==> config.mk <==
export PLATFORM = sky130hd
export DESIGN_NAME = brd_ctrl
export DESIGN_NICKNAME = d
export VERILOG_FILES = /design/src/rtl/brd_pkg.sv /design/src/rtl/brd_ctrl.sv
export SDC_FILE = /design/constraint.sdc
export NUM_CORES = 1
export LEC_CHECK = 0
export ABC_AREA = 1
export BUFFER_PORTS_ARGS = -buffer_cell sky130_fd_sc_hd__buf_2
export CORE_AREA = 2 2 39 41
export DETAILED_ROUTE_END_ITERATION = 16
export DIE_AREA = 0 0 41 43
export GPL_TIMING_DRIVEN = 0
export SYNTH_ARGS = -nofsm -noshare
export SYNTH_HDL_FRONTEND = slang
export SYNTH_SLANG_ARGS = --single-unit
==> constraint.sdc <==
create_clock -name clk -period 1.9 [get_ports clk]
set_clock_uncertainty 0.05 [all_clocks]
set_input_delay 0.38 -clock clk [delete_from_list [all_inputs] [get_ports clk]]
set_output_delay 0.38 -clock clk [all_outputs]
set_load 0.01 [all_outputs]
==> src/rtl/brd_pkg.sv <==
package brd_pkg;

    // Operation codes carried in the func field.
    typedef enum logic [1:0] {
        FUNC_REGISTER = 2'd0,
        FUNC_READ     = 2'd1,
        FUNC_WRITE    = 2'd2,
        FUNC_RELEASE  = 2'd3
    } func_t;

    // Result status codes.
    localparam logic [3:0] ST_REGISTERED = 4'd0;
    localparam logic [3:0] ST_ZERO_SIZE  = 4'd1;
    localparam logic [3:0] ST_OVERLAP    = 4'd2;
    localparam logic [3:0] ST_FULL       = 4'd3;
    localparam logic [3:0] ST_ROUTED     = 4'd4;
    localparam logic [3:0] ST_NO_HANDLER = 4'd5;
    localparam logic [3:0] ST_UNMAPPED   = 4'd6;
    localparam logic [3:0] ST_CROSSES    = 4'd7;
    localparam logic [3:0] ST_RELEASED   = 4'd8;

    localparam logic [63:0] ALL_ONES = 64'hFFFF_FFFF_FFFF_FFFF;

    // Controller states.
    typedef enum logic [2:0] {
        S_IDLE,
        S_SCAN,
        S_FINISH,
        S_OUT
    } state_t;

    // Commands from the controller to the datapath.
    typedef struct packed {
        logic load;     // capture the input word, restart the scan
        logic step;     // examine the current entry, advance the index
        logic finish;   // form the result and apply any table update
    } cmd_t;

    // Status from the datapath to the controller.
    typedef struct packed {
        logic last;     // the current entry is the final one
        logic hit;      // the scan found its answer early
    } stat_t;

endpackage

==> src/rtl/brd_ctrl.sv <==
module brd_ctrl (
    input  logic             clk,
    input  logic             rst_n,
    input  logic             in_valid,
    output logic             in_ready,
    output logic             out_valid,
    input  logic             out_ready,
    input  brd_pkg::stat_t   stat,
    output brd_pkg::cmd_t    cmd
);

    brd_pkg::state_t state_reg;
    brd_pkg::state_t state_next;

    // Next state.
    always_comb
    begin
        state_next = state_reg;
        case (state_reg)
            brd_pkg::S_IDLE:
            begin
                if (in_valid)
                    state_next = brd_pkg::S_SCAN;
            end
            brd_pkg::S_SCAN:
            begin
                if (stat.last || stat.hit)
                    state_next = brd_pkg::S_FINISH;
            end
            brd_pkg::S_FINISH:
            begin
                state_next = brd_pkg::S_OUT;
            end
            brd_pkg::S_OUT:
            begin
                if (out_ready)
                    state_next = brd_pkg::S_IDLE;
            end
            default:
            begin
                state_next = brd_pkg::S_IDLE;
            end
        endcase
    end

    // Outputs.
    always_comb
    begin
        in_ready   = 1'b0;
        out_valid  = 1'b0;
        cmd        = '0;
        case (state_reg)
            brd_pkg::S_IDLE:
            begin
                in_ready = 1'b1;
                cmd.load = in_valid;
            end
            brd_pkg::S_SCAN:
            begin
                cmd.step = 1'b1;
            end
            brd_pkg::S_FINISH:
            begin
                cmd.finish = 1'b1;
            end
            brd_pkg::S_OUT:
            begin
                out_valid = 1'b1;
            end
            default:
            begin
            end
        endcase
    end

    always_ff @(posedge clk or negedge rst_n)
    begin
        if (!rst_n)
            state_reg <= brd_pkg::S_IDLE;
        else
            state_reg <= state_next;
    end

endmodule

==> impl_metrics.ini <==
[drt]
wire_per_inst_um = 7.08
drtIter0Drc = 1
wl_um = 418
via_per_inst = 3.53
drt-pass1-iter-count = 2
antenna_left = 0
drc = 0
dr_total_vias = 208

[critical_path]
worst-r2r-setup-slack_ns = 0.71
cp.arrival_ns = 1.17
crit_slowest_cell = dfrtp_1
critPathRequiredTime_ns = 1.47
critPathKind = reg2out
cp_num_buf_inv = 3
critical_path.top_delay_family = flip-flops
crit_top_cell = inv_1
cp_slowest_stage_delay_ns = 0.41
worstRegToRegCells = 6
start_kind = flop
cp_cell_sequence = inv_1 -> ha_1 -> nand2_1 -> inv_1 -> buf_2
r2r_start = state_reg[1]$_DFFE_PN0P_
path_max_fanout = 5
crit_path_end_kind = output pin
r2r-end = state_reg[1]$_DFFE_PN0P_

[place]
place_inst = 55
port-buffer-count = 10
postPlaceCellArea_um2 = 280
post-dp-hpwl_um = 349
gp_congestion = 0.617

[floorplanning]
die_area_um2 = 1760
ios = 11
initial_core_util = 0.152
core_um2 = 1380
die_h_um = 43
die_x_um = 41
rows = 14

[clocking]
cts.sink_count = 2
cts_tree = yes
h-tree-depth = 1
clk_pin_slew_worst_paths_ns = 0.03
cts_root_buffer = clkbuf_4
clk_latency_ns = 0.22
cts_buffers = 3
clockBufferDepth = 2
cts-resized-gates = 0

[global_routing]
grt_overflow = 0
antenna_found_initial = 0
grt_max_degree = 6
grt_pass1_wl_um = 627
grt_use_total = 0.0582
grt_pass1_vias = 207

[logic_synthesis]
ys_ff_latch = 2
synth_warnings = 0
syn_nets = 41
synth_cells = 29
synth_area_um2 = 210
avgSynthCellArea_um2 = 7.25
yosys.cell_types.count = 7
ys_seq_area_frac = 0.238

[sta]
tightest_slew_ns = 0.172
finalHoldViolations = 0
slew_violations = 0
finalSetupTns_ns = 0
fin_crit_ns = 1.60
rsz0062_at_grt = no
slew_headroom = 0.885
fin_crit_sh = 0.841
finalSetupViolations = 0
fmax_mhz = 626
holdWs_ns = 0.419

[power]
p_per_area_nw_per_um2 = 1450
leakagePower_nw = 0.202
peakVddDrop_v = 0.000275
total_power_w = 0.000454

[layout]
nNetsFinal = 57
instances_no_fill = 59
largest_reg_flops = 2
final_area_um2 = 313
antenna_cells = 0
area.growth.synth_to_final_pct = 48.8
drive_gt1_frac = 0.326

[run_status]
status = completed

[worst_hold_path]
worstHoldPathType = in2async

[flow_run]
maxCapViolations = 0
layout by cell type (no fill, tap or decap), drive strengths merged:
master and n:
nor2 3, nand3 3, dfrtp 2, buf 10, clkbuf 3, inv 6, dlygate4sd3 1, ha 6
nand2 9
per-layer routing:
| metal | vias to the layer above | routed length, µm | track usage |
|---|---|---|---|
| met4 | 0 | 0 | 0.0800 |
| met2 | 9 | 208 | 0.0906 |
| met3 | 0 | 57 | 0.0157 |
| met5 | - | 0 | 0 |
| li1 | 113 | - | - |
| met1 | 86 | 152 | 0.0450 |
report_power, final:
part           internal [W]  leakage (nW)  total [W]  switching (W)
logic              0.000114         0.164   0.000266       0.000152
clock network     0.0000695        0.0138  0.0000922      0.0000226
registers         0.0000668        0.0243  0.0000958      0.0000291
total              0.000251         0.202   0.000454       0.000203
final cells by class:
type	instances	area [µm²]
clock buffers	3	22.5
fillers	163	1070
inverters	6	22.5
multi-input cells	21	138
flip-flops and latches	2	50.0
well taps	16	20.0
repair buffers	11	60.1
synthesized netlist by cell type:
| library cell | instances | share of area |
|---|---|---|
| dfrtp_1 | 2 | 0.24 |
| ha_1 | 6 | 0.36 |
| inv_1 | 6 | 0.11 |
| nand2_1 | 8 | 0.14 |
| nand2_2 | 1 | 0.030 |
| nand3_1 | 3 | 0.071 |
| nor2_1 | 3 | 0.054 |
metrics by stage:
step	setup slack (ns)	util
after floorplan	0.684	-
after global placement	0.546	0.203
after detailed placement	0.528	0.203
after CTS	0.283	0.226
after global routing	0.215	0.226
final	0.302	0.226
cell families after synthesis:
group,after synthesis,synth area share
buffers and inverters,6,0.107
adder cells (fa/ha/maj),6,0.357
AND/OR/NAND/NOR,15,0.298
flip-flops,2,0.238
how the worst max path moves through the flow:
stage	end	startpoint	slack, ns	cells past startpoint
6_report	cmd[2]	state_reg[0]$_DFFE_PN0P_	0.30	5
3_5_place_dp	cmd[2]	state_reg[0]$_DFFE_PN0P_	0.53	5
5_1_grt	cmd[2]	state_reg[0]$_DFFE_PN0P_	0.21	5
2_1_floorplan	cmd[2]	state_reg[0]$_DFFE_PN0P_	0.68	4
3_3_place_gp	cmd[2]	state_reg[0]$_DFFE_PN0P_	0.55	5
4_1_cts	cmd[2]	state_reg[0]$_DFFE_PN0P_	0.28	5
what timing repair did:
action,CTS,global route
buffers inserted,0,0
endpoints found under the hold margin,2,0
hold buffers,1,0
endpoints found under the setup margin,0,0
Power figures use the tool's default switching activity.
