**config.mk**
```make
export PLATFORM = sky130hd
export DESIGN_NAME = brd_datapath
export DESIGN_NICKNAME = d
export VERILOG_FILES = /design/src/rtl/brd_pkg.sv /design/src/rtl/brd_datapath.sv
export SDC_FILE = /design/constraint.sdc
export NUM_CORES = 2
export LEC_CHECK = 0
export BUFFER_PORTS_ARGS = -buffer_cell sky130_fd_sc_hd__buf_2
export CORE_MARGIN = 3
export CORE_UTILIZATION = 51
export DETAILED_ROUTE_END_ITERATION = 6
export GPL_TIMING_DRIVEN = 0
export PLACE_DENSITY = 0.71
export SLEW_MARGIN = 20
export SYNTH_ARGS = -nofsm -noshare
export SYNTH_HDL_FRONTEND = slang
export SYNTH_SLANG_ARGS = --single-unit
```
**constraint.sdc**
```tcl
create_clock -name clk -period 19.5 [get_ports clk]
set_input_delay 0.975 -clock clk [delete_from_list [all_inputs] [get_ports clk]]
set_output_delay 0.975 -clock clk [all_outputs]
set_load 0.01 [all_outputs]
```
**src/rtl/brd_pkg.sv**
```systemverilog
package brd_pkg;

    // Operation codes carried in the func field.
    typedef enum logic [1:0] {
        FUNC_REGISTER = 2'd0,
        FUNC_READ     = 2'd1,
        FUNC_WRITE    = 2'd2,
        FUNC_RELEASE  = 2'd3
    } func_t;

    // Result status codes.
    localparam logic [3:0] ST_REGISTERED = 4'd0;
    localparam logic [3:0] ST_ZERO_SIZE  = 4'd1;
    localparam logic [3:0] ST_OVERLAP    = 4'd2;
    localparam logic [3:0] ST_FULL       = 4'd3;
    localparam logic [3:0] ST_ROUTED     = 4'd4;
    localparam logic [3:0] ST_NO_HANDLER = 4'd5;
    localparam logic [3:0] ST_UNMAPPED   = 4'd6;
    localparam logic [3:0] ST_CROSSES    = 4'd7;
    localparam logic [3:0] ST_RELEASED   = 4'd8;

    localparam logic [63:0] ALL_ONES = 64'hFFFF_FFFF_FFFF_FFFF;

    // Controller states.
    typedef enum logic [2:0] {
        S_IDLE,
        S_SCAN,
        S_FINISH,
        S_OUT
    } state_t;

    // Commands from the controller to the datapath.
    typedef struct packed {
        logic load;     // capture the input word, restart the scan
        logic step;     // examine the current entry, advance the index
        logic finish;   // form the result and apply any table update
    } cmd_t;

    // Status from the datapath to the controller.
    typedef struct packed {
        logic last;     // the current entry is the final one
        logic hit;      // the scan found its answer early
    } stat_t;

endpackage

```
**src/rtl/brd_datapath.sv**
```systemverilog
module brd_datapath #(
    parameter int REGIONS        = 16,
    parameter int DEVICE_ID_BITS = 4
) (
    input  logic          clk,
    input  logic          rst_n,
    input  brd_pkg::cmd_t cmd,
    output brd_pkg::stat_t stat,
    input  logic [1:0]    func,
    input  logic          space,
    input  logic [63:0]   address,
    input  logic [63:0]   length,
    input  logic [3:0]    device_id,
    input  logic          has_read,
    input  logic          has_write,
    input  logic [63:0]   write_data,
    output logic [3:0]    status,
    output logic [3:0]    target_device,
    output logic [63:0]   region_offset,
    output logic [63:0]   routed_data,
    output logic [63:0]   read_value
);

    localparam int IW = (REGIONS > 1) ? $clog2(REGIONS) : 1;
    localparam logic [IW-1:0] LAST_IDX = IW'(REGIONS - 1);

    // Region table: valid bits in flip-flops, payload fields without reset.
    logic [REGIONS-1:0]      valid_reg;
    logic [63:0]             base_mem  [REGIONS];
    logic [63:0]             size_mem  [REGIONS];
    logic [DEVICE_ID_BITS-1:0] owner_mem [REGIONS];
    logic [REGIONS-1:0]      space_mem;
    logic [REGIONS-1:0]      rd_mem;
    logic [REGIONS-1:0]      wr_mem;

    // Captured request.
    logic [1:0]              func_reg;
    logic                    space_reg;
    logic [63:0]             addr_reg;
    logic [63:0]             len_reg;
    logic [DEVICE_ID_BITS-1:0] dev_reg;
    logic                    hrd_reg;
    logic                    hwr_reg;
    logic [63:0]             data_reg;

    // Scan state.
    logic [IW-1:0]           idx_reg;
    logic                    found_reg;
    logic                    free_found_reg;
    logic [IW-1:0]           free_idx_reg;
    logic [IW-1:0]           match_idx_reg;
    logic [63:0]             off_reg;

    // Result registers.
    logic [3:0]              status_reg;
    logic [3:0]              tdev_reg;
    logic [63:0]             roff_reg;
    logic [63:0]             rdata_reg;
    logic [63:0]             rval_reg;

    // Examination of the current entry.
    logic                    e_valid;
    logic                    e_same;
    logic [63:0]             e_base;
    logic [63:0]             e_size;
    logic [63:0]             diff_ab;
    logic [63:0]             diff_ba;
    logic                    a_ge_b;
    logic                    meet;
    logic                    contains;
    logic                    is_reg;

    assign e_valid  = valid_reg[idx_reg];
    assign e_same   = space_mem[idx_reg] == space_reg;
    assign e_base   = base_mem[idx_reg];
    assign e_size   = size_mem[idx_reg];
    assign a_ge_b   = addr_reg >= e_base;
    assign diff_ab  = addr_reg - e_base;
    assign diff_ba  = e_base - addr_reg;
    assign meet     = a_ge_b ? (diff_ab < e_size) : (diff_ba < len_reg);
    assign contains = a_ge_b && (diff_ab < e_size);
    assign is_reg   = func_reg == brd_pkg::FUNC_REGISTER;

    always_comb
    begin
        stat.last = idx_reg == LAST_IDX;
        stat.hit  = 1'b0;
        if (cmd.step && e_valid && e_same)
        begin
            if (is_reg)
                stat.hit = meet || (len_reg == '0);
            else if (func_reg != brd_pkg::FUNC_RELEASE)
                stat.hit = contains;
        end
    end

    // Scan and table update.
    logic [63:0] m_size;
    logic        crosses;
    logic        can;
    assign m_size  = size_mem[match_idx_reg];
    assign crosses = len_reg > (m_size - off_reg);
    assign can     = (func_reg == brd_pkg::FUNC_WRITE) ? wr_mem[match_idx_reg]
                                                       : rd_mem[match_idx_reg];

    always_ff @(posedge clk or negedge rst_n)
    begin
        if (!rst_n)
        begin
            valid_reg      <= '0;
            idx_reg        <= '0;
            found_reg      <= 1'b0;
            free_found_reg <= 1'b0;
        end
        else
        begin
            if (cmd.load)
            begin
                idx_reg        <= '0;
                found_reg      <= 1'b0;
                free_found_reg <= 1'b0;
            end
            else if (cmd.step)
            begin
                if (idx_reg != LAST_IDX)
                    idx_reg <= idx_reg + 1'b1;
                if (!e_valid && !free_found_reg)
                begin
                    free_found_reg <= 1'b1;
                    free_idx_reg   <= idx_reg;
                end
                if (func_reg == brd_pkg::FUNC_RELEASE)
                begin
                    if (e_valid && owner_mem[idx_reg] == dev_reg)
                        valid_reg[idx_reg] <= 1'b0;
                end
                else if (stat.hit)
                begin
                    found_reg     <= 1'b1;
                    match_idx_reg <= idx_reg;
                    off_reg       <= diff_ab;
                end
            end
            else if (cmd.finish)
            begin
                if (is_reg && (len_reg != '0) && !found_reg && free_found_reg)
                    valid_reg[free_idx_reg] <= 1'b1;
            end
        end
    end

    // Table payload writes.
    always_ff @(posedge clk)
    begin
        if (cmd.finish && is_reg && (len_reg != '0) && !found_reg && free_found_reg)
        begin
            base_mem[free_idx_reg]  <= addr_reg;
            size_mem[free_idx_reg]  <= len_reg;
            owner_mem[free_idx_reg] <= dev_reg;
            space_mem[free_idx_reg] <= space_reg;
            rd_mem[free_idx_reg]    <= hrd_reg;
            wr_mem[free_idx_reg]    <= hwr_reg;
        end
    end

    // Request capture and result formation.
    always_ff @(posedge clk)
    begin
        if (cmd.load)
        begin
            func_reg  <= func;
            space_reg <= space;
            addr_reg  <= address;
            len_reg   <= length;
            dev_reg   <= DEVICE_ID_BITS'(device_id);
            hrd_reg   <= has_read;
            hwr_reg   <= has_write;
            data_reg  <= write_data;
        end
        if (cmd.finish)
        begin
            tdev_reg  <= '0;
            roff_reg  <= '0;
            rdata_reg <= '0;
            rval_reg  <= '0;
            case (func_reg)
                brd_pkg::FUNC_REGISTER:
                begin
                    if (len_reg == '0)
                        status_reg <= brd_pkg::ST_ZERO_SIZE;
                    else if (found_reg)
                        status_reg <= brd_pkg::ST_OVERLAP;
                    else if (!free_found_reg)
                        status_reg <= brd_pkg::ST_FULL;
                    else
                        status_reg <= brd_pkg::ST_REGISTERED;
                end
                brd_pkg::FUNC_READ, brd_pkg::FUNC_WRITE:
                begin
                    if (!found_reg)
                    begin
                        status_reg <= brd_pkg::ST_UNMAPPED;
                        if (func_reg == brd_pkg::FUNC_READ)
                            rval_reg <= brd_pkg::ALL_ONES;
                    end
                    else
                    begin
                        tdev_reg <= 4'(owner_mem[match_idx_reg]);
                        roff_reg <= off_reg;
                        if (crosses)
                        begin
                            status_reg <= brd_pkg::ST_CROSSES;
                            if (func_reg == brd_pkg::FUNC_READ)
                                rval_reg <= brd_pkg::ALL_ONES;
                        end
                        else if (can)
                        begin
                            status_reg <= brd_pkg::ST_ROUTED;
                            if (func_reg == brd_pkg::FUNC_WRITE)
                                rdata_reg <= data_reg;
                        end
                        else
                            status_reg <= brd_pkg::ST_NO_HANDLER;
                    end
                end
                default:
                begin
                    status_reg <= brd_pkg::ST_RELEASED;
                end
            endcase
        end
    end

    assign status        = status_reg;
    assign target_device = tdev_reg;
    assign region_offset = roff_reg;
    assign routed_data   = rdata_reg;
    assign read_value    = rval_reg;

endmodule

```
==> results.py <==
metrics = {
    "final_layout": {
        "fillerInstances": 16800,
        "num-nets-final": 8061,
        "mostFrequentLayoutCell": "edfxtp_1",
        "ff_latch_area_sq_um": 77800,
        "commonest_cells_after_routing_fill_and_taps_aside": "edfxtp_1 (2570), mux4_2 (1020), buf_2 (453)",
        "area_used_by_multi_input_combinational_logic_sq_um": 38700,
        "area_growth_pct": 16.0,
        "largest_registers": "base_mem: 1024 flops, size_mem: 1024 flops",
        "final_layout_size_suffix_gt1_share_pct": 29.7,
    },
    "critical_path": {
        "worst_setup_path_start_kind": "flop",
        "r2r_slack_ns": 5.10,
        "worstReg2RegEnd": "off_reg[31]$_DFFE_PP_",
        "reg2reg_from": "idx_reg[0]$_DFFE_PN0P_",
        "timing.setup.critical_path_class": "reg2out",
        "largest_stage_delay_on_the_critical_path_ns": 0.86,
        "largest_delay_contributor_family_on_the_critical_path": "compound AO/OA/AOI/OAI gates",
        "critical_path_rt_ns": 18.53,
        "critical_path_end_type": "primary output",
        "critPathMaxFanout": 10,
        "cp_slowest_cell": "clkbuf_1",
        "worst-r2r-cell-count": 39,
        "critical_path_arrival_ns": 14.25,
        "worst-path-buf-inv": 8,
    },
    "logic_synthesis": {
        "yosysSeqAreaShare_pct": 65.1,
        "yosys_warnings": 0,
        "number_of_enable_flip_flop_cells_after_synthesis": 2570,
        "syn_avg_cell_area_sq_um": 18.3,
        "synth_top_cell_area_share_pct": 64.6,
        "synthesis.area_sq_um": 119000,
        "synthArstFlopShare_pct": 0.847,
        "synth_largest_area_cell": "edfxtp_1",
        "post_synth_inst_count": 6531,
        "yosys_most_used_dff": "edfxtp_1",
        "synth.lib_cells_used.distinct": 71,
        "netlist_top_cells_area": "edfxtp_1 (65%), mux4_2 (19%), ha_1 (4.1%)",
        "mappedNetlistNets": 7129,
        "postSynthRegisterBits": 2596,
    },
    "sta": {
        "actual_transition_at_the_worst_max_transition_pin_ns": 1.31,
        "setup_viol": 0,
        "final_max_slew_viol_count": 0,
        "post-route-period-util_pct": 78.1,
        "finClkSkew_ns": 0.0695,
        "timing.slew.headroom_pct": 11.7,
        "finalCriticalPeriod_ns": 15.22,
        "post-route-worst-setup-slack_ns": 4.28,
        "rsz0062_at_grt": "false",
        "max_freq_mhz": 65.7,
        "final_hold_viol_count": 0,
        "fin_setup_tns_ns": 0,
    },
    "routing": {
        "viasPerCell": 6.56,
        "post-route-drc-count": 2,
        "routedWlPerCell_microns": 34.9,
        "drt_wl_total_microns": 377000,
        "final_antenna_net_count": 0,
        "via_count_of_the_routed_design": 71000,
        "drt_iter0_markers": 9722,
        "drt_pass1_iterations": 7,
    },
    "clock_network": {
        "cts.root.buffer_cell": "clkbuf_16",
        "cts.htree.levels": 5,
        "postCtsSetupBuffers": 0,
        "cts_inserted_buffers": 291,
        "clk_transition_reported_paths_ns": 0.07,
        "cts.sink_count": 2596,
        "clock_tree_from_tritoncts": "done",
        "clkLatencyLatePin_ns": 0.95,
        "cts-root-to-sink-buffers": 4,
    },
    "power_and_ir_drop": {
        "vdd.ir_drop.worst_uv": 86.2,
        "pwr_density_cell_nw_per_um2": 95.3,
        "static-leakage-power_nw": 48.0,
    },
    "grt": {
        "initial_antenna_violation_count": 11,
        "grt_start_max_net_pins": 92,
        "grt_pass1_vias": 71300,
        "overflow": 0,
        "grt_use_total_pct": 31.2,
        "grt_pass1_wl_microns": 529000,
    },
    "min_path": {
        "hold_depth": 1,
        "holdPathEnd": "len_reg[5]$_DFFE_PP_",
        "hold_path.class": "in2reg",
        "worst_hold_launch": "length[5]",
    },
    "floorplan": {
        "number_of_core_rows": 177,
        "start_util_pct": 51.3,
        "die-width_microns": 490,
        "io_pins": 408,
        "core_region_area_sq_um": 233000,
        "die_height_microns": 490,
        "floorplan.die_area_sq_um": 240000,
    },
    "status": {
        "violations": "DRC",
        "outcome": "finished, violations left",
    },
    "place": {
        "post-dp-hpwl_microns": 272000,
        "place_worst_setup_slack_ns": 5.02,
        "place.port_buffers": 406,
        "finalWeightedCongestion": 0.954,
    },
    "job": {
        "max_cap_violations": 0,
    },
}
-- per-stage QoR --
| step | util [%] | hold slack [ns] | area, sq um | power (mW) | std cells |
|---|---|---|---|---|---|
| after global routing | 59.5 | 0.158 | 139000 | 13.6 | 10800 |
| final | 59.5 | 0.194 | 139000 | 13.2 | 10800 |
| after global placement | 53.9 | 0.461 | 125000 | 7.97 | 10100 |
| after detailed placement | 55.6 | 0.482 | 129000 | 8.00 | 10300 |
| after floorplan | - | 0.440 | 119000 | 7.34 | 6531 |
| after CTS | 59.5 | 0.134 | 138000 | 13.2 | 10800 |
-- metal layers --
| layer | track usage [%] | share of wire [%] |
|---|---|---|
| met5 | 0 | 0.0061 |
| met4 | 16.9 | 6.4 |
| met3 | 7.26 | 11 |
| met2 | 48.9 | 47 |
| met1 | 40.7 | 36 |
-- where the power goes --
part           leakage, nW  total [mW]  switching, mW  internal [mW]
Combinational         19.9        1.53          0.954          0.576
Sequential            23.8        6.40          0.157           6.25
Clock                 4.38        5.26           2.19           3.08
Total                 48.0        13.2           3.30           9.90
-- cell type report --
cell class | instances | share of cell area, %
Antenna cell | 12 | 0.0217
Buffer | 389 | 1.33
Clock buffer | 360 | 5.57
Clock inverter | 140 | 0.902
Inverter | 384 | 1.04
Multi-Input combinational cell | 3162 | 27.9
Sequential cell | 2596 | 56.2
Tap cell | 3132 | 2.83
Timing Repair Buffer | 639 | 4.21
-- worst max-delay path by stage --
stage	startpoint	to	slack [ns]	cells after the start
3_3_place_gp	cmd[0]	base_mem[12][22]$_DFFE_PP_	-8.35	4
2_1_floorplan	cmd[0]	base_mem[12][0]$_DFFE_PP_	7.87	3
4_1_cts	idx_reg[0]$_DFFE_PN0P_	stat[0]	4.09	36
3_5_place_dp	idx_reg[0]$_DFFE_PN0P_	off_reg[24]$_DFFE_PP_	5.02	39
5_1_grt	idx_reg[0]$_DFFE_PN0P_	stat[0]	3.87	36
6_report	idx_reg[0]$_DFFE_PN0P_	stat[0]	4.28	36
-- kinds of logic after synthesis --
| kind of cell | count (synthesis) | synth area share [%] |
|---|---|---|
| flip-flops | 2596 | 65.1 |
| multiplexers | 1025 | 19.3 |
| AO/OA/AOI/OAI | 855 | 4.58 |
| buffers and inverters | 773 | 2.63 |
| AND/OR/NAND/NOR | 702 | 2.88 |
| adder cells (fa/ha/maj) | 392 | 4.12 |
| XOR/XNOR | 188 | 1.38 |
-- repair_timing --
action / CTS / global route
hold endpoints to repair: 19 / 0
gates resized for setup: 0 / 0
hold buffers: 1 / 0
-- worst register-to-register path, delay by kind of cell (launching register included) --
kind	cells	cell delay [ns]
compound gates	17	4.99
xor+xnor	1	0.70
fa+ha+maj	2	0.66
buf+inv	12	4.51
flops	1	0.45
mux	2	1.15
simple gates	5	1.58
-- Yosys cell counts (all sizes together), types with 14 or more instances --
library cell / number
nand2: 129
dfrtp: 22
ha: 389
a21o: 176
inv: 383
o21a: 24
and3: 14
nand2b: 15
buf: 146
mux4: 1020
a221oi: 16
nor2: 223
nor2b: 32
nand3: 44
clkbuf: 243
nor4: 24
nor3: 39
a31oi: 25
or3: 15
a21oi: 279
nand4: 80
a211oi: 23
o21bai: 52
o21ai: 150
xnor2: 118
xor2: 70
and2: 72
edfxtp: 2570
Power figures use the tool's default switching activity.
